`src/hw/rtl/hmce_pkg.sv`:
```
// ----------------------------------------------------------------------------
// hmce_pkg
// Types, constants and the EMA blend shared by the height map cell update.
// ----------------------------------------------------------------------------
`timescale 1ns / 1ps

package hmce_pkg;

  localparam int GRID_SIDE = 256;
  localparam int GRID_BITS = $clog2(GRID_SIDE);
  localparam int ADDR_W    = 2 * GRID_BITS;

  localparam logic [7:0] ALPHA_MIN = 8'd26;
  localparam logic [7:0] ALPHA_MAX = 8'd230;

  localparam logic [1:0] OP_PLAIN = 2'd0;
  localparam logic [1:0] OP_LASER = 2'd1;
  localparam logic [1:0] OP_COLOR = 2'd2;

  localparam logic [1:0] REG_ALPHA      = 2'd0;
  localparam logic [1:0] REG_ORIGIN_X   = 2'd1;
  localparam logic [1:0] REG_ORIGIN_Y   = 2'd2;
  localparam logic [1:0] REG_CELL_SHIFT = 2'd3;

  typedef struct packed {
    logic [1:0]         op;
    logic signed [23:0] pos_x;
    logic signed [23:0] pos_y;
    logic signed [15:0] pos_z;
    logic [15:0]        intensity_in;
    logic [7:0]         red_in;
    logic [7:0]         green_in;
    logic [7:0]         blue_in;
  } point_t;

  typedef struct packed {
    logic               in_map;
    logic               first_hit;
    logic [7:0]         cell_row;
    logic [7:0]         cell_col;
    logic signed [15:0] height_avg;
    logic signed [15:0] height_low;
    logic signed [15:0] height_high;
    logic [15:0]        hit_count;
    logic [15:0]        intensity_avg;
    logic [7:0]         red_avg;
    logic [7:0]         green_avg;
    logic [7:0]         blue_avg;
  } result_t;

  // one memory word per cell
  typedef struct packed {
    logic               valid;
    logic signed [15:0] height;
    logic signed [15:0] low;
    logic signed [15:0] high;
    logic [15:0]        count;
    logic [15:0]        intensity;
    logic [7:0]         red;
    logic [7:0]         green;
    logic [7:0]         blue;
  } cell_t;

  typedef struct packed {
    logic clr_wr;
    logic load_in;
    logic rd_cell;
    logic upd;
  } cmd_t;

  typedef struct packed {
    logic clr_last;
  } stat_t;

  // floor((cur*(256-a) + nw*a + 128) / 256); result lies between cur and nw
  function automatic logic signed [16:0] ema(input logic signed [16:0] cur,
                                             input logic signed [16:0] nw,
                                             input logic [7:0] a);
    logic signed [9:0]  wa;
    logic signed [9:0]  wc;
    logic signed [27:0] s;
    wa = signed'({2'b00, a});
    wc = 10'sd256 - wa;
    s  = cur * wc + nw * wa + 28'sd128;
    return s[24:8];
  endfunction

endpackage

```
`src/hw/rtl/hmce_ctrl.sv`:
```
// ----------------------------------------------------------------------------
// hmce_ctrl
// Sequencer: memory clear after reset, then address / update per point word.
// ----------------------------------------------------------------------------
`timescale 1ns / 1ps

module hmce_ctrl (
  input  logic          clk,
  input  logic          rst,
  input  logic          in_valid,
  output logic          in_ready,
  output logic          out_valid,
  input  logic          out_ready,
  input  hmce_pkg::stat_t stat,
  output hmce_pkg::cmd_t  cmd
);
  import hmce_pkg::*;

  typedef enum logic [1:0] {S_CLEAR, S_IDLE, S_ADDR, S_UPD} state_t;

  state_t state;
  logic   out_free;

  assign out_free = !out_valid || out_ready;

  always_comb begin
    in_ready    = !rst && ((state == S_IDLE) || (state == S_UPD && out_free));
    cmd.clr_wr  = (state == S_CLEAR);
    cmd.load_in = in_valid && in_ready;
    cmd.rd_cell = (state == S_ADDR);
    cmd.upd     = (state == S_UPD) && out_free;
  end

  always_ff @(posedge clk) begin
    if (rst) begin
      state     <= S_CLEAR;
      out_valid <= 1'b0;
    end else begin
      if (cmd.upd) begin
        out_valid <= 1'b1;
      end else if (out_ready) begin
        out_valid <= 1'b0;
      end
      unique case (state)
        S_CLEAR: begin
          if (stat.clr_last) state <= S_IDLE;
        end
        S_IDLE: begin
          if (in_valid) state <= S_ADDR;
        end
        S_ADDR: begin
          state <= S_UPD;
        end
        S_UPD: begin
          if (out_free) state <= in_valid ? S_ADDR : S_IDLE;
        end
        default: state <= S_CLEAR;
      endcase
    end
  end

endmodule

```
`config.mk`:
```
export PLATFORM = sky130hd
export DESIGN_NAME = hmce_ctrl
export DESIGN_NICKNAME = d
export VERILOG_FILES = /design/src/hw/rtl/hmce_pkg.sv /design/src/hw/rtl/hmce_ctrl.sv
export SDC_FILE = /design/constraint.sdc
export NUM_CORES = 1
export LEC_CHECK = 0
export BUFFER_PORTS_ARGS = -buffer_cell sky130_fd_sc_hd__buf_2
export CORE_AREA = 2 2 39 41
export CTS_BUF_LIST = sky130_fd_sc_hd__clkbuf_4 sky130_fd_sc_hd__clkbuf_8
export DETAILED_ROUTE_END_ITERATION = 16
export DIE_AREA = 0 0 41 43
export PLACE_DENSITY_LB_ADDON = 0.08
export SLEW_MARGIN = 40
export SYNTH_ARGS = -nofsm -noshare
export SYNTH_HDL_FRONTEND = slang
export SYNTH_SLANG_ARGS = --single-unit
export TNS_END_PERCENT = 100
```
`constraint.sdc`:
```
create_clock -name clk -period 0.95 [get_ports clk]
set_input_delay 0.1425 -clock clk [delete_from_list [all_inputs] [get_ports clk]]
set_output_delay 0.1425 -clock clk [all_outputs]
set_load 0.05 [all_outputs]
```
==> metrics.md <==
| Metric | Value |
|---|---|
| Crit path capture type | output port |
| # rows | 14 |
| HP Start | rst |
| Die W | approximately 40 um |
| Slew @ Worst Pin | approximately 250 ps |
| Status | finished with violations |
| Total power draw | about 590 uW |
| Reg2reg end | state[0]$_SDFFE_PP0P_ |
| Commonest non-fill, non-tap cell in the layout | buf_2 |
| Mux contribution to synthesized area | 0% |
| Xor/xnor cell area share of the yosys netlist | 0% |
| Crit path time final | 1290 ps |
| Number of distinct library cells after synthesis | 12 |
| Vias in the first global route | 217 |
| Clock Latency Late Sink | about 230 ps |
| Die area | about 1800 um^2 |
| Final Cycle Share | 135% |
| Syn avg cell area | 7.63 um^2 |
| Critical path fanouts, max | 2 |
| Via count | 219 |
| HPWL Detailed | roughly 410 um |
| Combinational Power Share | around a third |
| Hold_buf cts | 0 |
| Final setup margin | -335 ps |
| Sequential area share after synthesis | 37.5% |
| IO buf count | 10 |
| Fin nets | 47 |
| Initial antenna violation count | 0 |
| Boundary Pins | 11 |
| CP required | just over 800 ps |
| Net Sw Power | ~170 uW |
| Clock Tree Buf Depth | 2 |
| Seq pwr share | about a quarter |
| Switching share of total power | about 29% |
| Slew headroom | 83.6% |
| Worst Skew | 1.91 ps |
| CP Class | flip-flop to output port |
| Yosys top cell area share | between 30% and 40% |
| Vias per inst | just under 4 |
| R2R depth | 4 |
| Synthesis-to-finish area growth | 148% |
| Power per cell area | 1480 nW/um^2 |
| Height of the die | ~43 um |
| Post-Syn Instances | 21 |
| Most frequent cells in the layout | 5 x buf_2, 4 x clkbuf_4, 4 x buf_8, 4 x buf_4 |
| Max-slew violation total from the final report | 0 |
| Setup crit start kind | flip-flop |
| Share of cells above drive strength 1 | roughly 76% |
| Initial drt markers | 0 |
| Largest net degree at the start of global routing | 7 |
| Compound-Gate Fraction of Synth Area | ~16% |
| P_int | roughly 420 uW |
| Clk sinks | 3 |
| Final Hold Fails | 0 |
| Leakage Power | 0.178 nW |
| GP Congestion | about 0.63 |
| Min-Delay Path Class | primary input to flip-flop |
| Post-detailed-route count of antenna-violating nets | 0 |
| Leading area contributor after synthesis | dfxtp_1 |
| Mapped Area | ~160 um^2 |
| Flop2flop setup slack | -30 ps |
| Placed cell area | roughly 290 um^2 |
| Clock share of power | 41.3% |
| Setup violations, final | 6 |
| Crit-path slowest cell | dfxtp_4 |
| First-pass detailed-route iteration total | 1 |
| Initial core utilization | between 10 and 15% |
| Synth top area cells | dfxtp_1 38%, a21oi_1 13%, nor2_1 9.4% |
| Post-Synth Adder-Cell Area | 0% |
| Clock slew seen by the registers of the worst setup and hold paths | approximately 40 ps |
| Total GRT Usage | under 10% |
| Antenna cells | 0 |
| Place WS | -200 ps |
| First-pass GRT wire length | approximately 830 um |
| Root buf cell | clkbuf_4 |
| Routed Wire Length | between 500 and 600 um |
| Maximum vdd drop | 0.412 mV |
| Net Count, Synth | 26 |
| CP max stage delay | around 330 ps |
| Max-Cap Viols | 0 |
| Crit-path cells | nor2b_4 > a21oi_2 > and3_4 > buf_8 |
| Max Clk Rate | about 0.78 GHz |
| CTS tree | yes |
| Final Cell Area | 398 um^2 |
| Hold Path Depth | 3 |
| H-tree levels | 1 |
| Number of synthesized register bits | 3 |
| Reg-to-reg startpoint | state[0]$_SDFFE_PP0P_ |
| Total CTS buffers | 3 |
| Global route overflow | 0 |
| Post-Synth Simple-Gate Area | between 40% and 50% |
| Largest family of logic cells by synthesized area | simple AND/OR/NAND/NOR gates |
| Violated checks | negative setup slack |
| Drt wl/cell | slightly below 9 um |
| Yosys warning count | 0 |
| Critical path data arrival time | 1140 ps |
| RSZ-0062 raised after global routing | yes |
| Drc violations | 0 |
| Worst hold endpoint | state[1]$_SDFFE_PP0P_ |
| Core Region | ~1400 um^2 |
-- cells by family (layout without fill, tap and decap cells) --
kind of cell / Yosys count / in the layout
AOI/OAI and AO/OA: 5 / 5
buffers and inverters: 1 / 21
DFF: 3 / 3
and+or+nand+nor: 12 / 12
-- power groups by stage --
stage | sequential (mW) | clock, mW | combinational, mW
after global placement | 0.150 | 0 | 0.138
after floorplan | 0.151 | 0 | 0.0870
after CTS | 0.147 | 0.254 | 0.180
after global routing | 0.149 | 0.278 | 0.211
final | 0.147 | 0.243 | 0.199
after detailed placement | 0.150 | 0 | 0.141
-- metal layers --
metal  part of all wire [%]  track usage, %  wire, um
met1                     40            8.01       203
met2                     52            9.69       265
met3                    8.0            3.14        41
met4                      0            6.00         0
met5                      0               0         0
-- flip-flops by register name (all words and copies together), names as in the netlist --
signal     flops
state          2
out_valid      1
-- Yosys cell counts --
library cell  count
a21oi_1           4
nor2_1            4
dfxtp_1           3
nand2_1           2
and2_2            1
and2b_2           1
and3_2            1
inv_1             1
nor2b_4           1
nor3_1            1
o21ai_0           1
or2_1             1
-- cell type report --
| cell class | instances | area (um^2) |
|---|---|---|
| Inverter | 1 | 3.75 |
| Clock buffer | 4 | 30.0 |
| Sequential cell | 3 | 71.3 |
| Timing Repair Buffer | 16 | 149 |
| Tap cell | 16 | 20.0 |
| Fill cell | 155 | 986 |
| Multi-Input combinational cell | 17 | 124 |
-- critical path, delay by kind of cell (launching register included) --
kind	cells	cell delay, ps
and+or+nand+nor	2	320
buffers and inverters	1	140
AOI/OAI and AO/OA	1	130
DFF	1	330
-- repair_timing --
| item | CTS | global route |
|---|---|---|
| endpoints found under the setup margin | 7 | 8 |
| cloned | 0 | 0 |
| pin swaps | 4 | 2 |
| resized for setup | 17 | 7 |
| buffers inserted | 2 | 0 |
-- per-stage QoR --
step	cells	setup TNS [ps]	hold WS, ps	utilization (%)
2_1_floorplan	21	-412	205	-
3_3_place_gp	52	-588	439	20.6
3_5_place_dp	52	-615	441	20.6
4_1_cts	57	-1320	197	27.1
5_1_grt	57	-1530	189	28.8
6_report	57	-1190	205	28.8
-- worst max path at each step --
stage	start	end	slack, ps	cells past startpoint
global route	out_valid$_SDFFE_PP0P_	cmd[2]	-390	4
floorplan	out_valid$_SDFFE_PP0P_	cmd[0]	-170	2
detailed placement	out_valid$_SDFFE_PP0P_	cmd[2]	-200	4
global placement	out_valid$_SDFFE_PP0P_	cmd[2]	-190	4
CTS	out_valid$_SDFFE_PP0P_	cmd[2]	-350	4
finish	out_valid$_SDFFE_PP0P_	cmd[2]	-340	4
(Power assumes the default switching activity.)
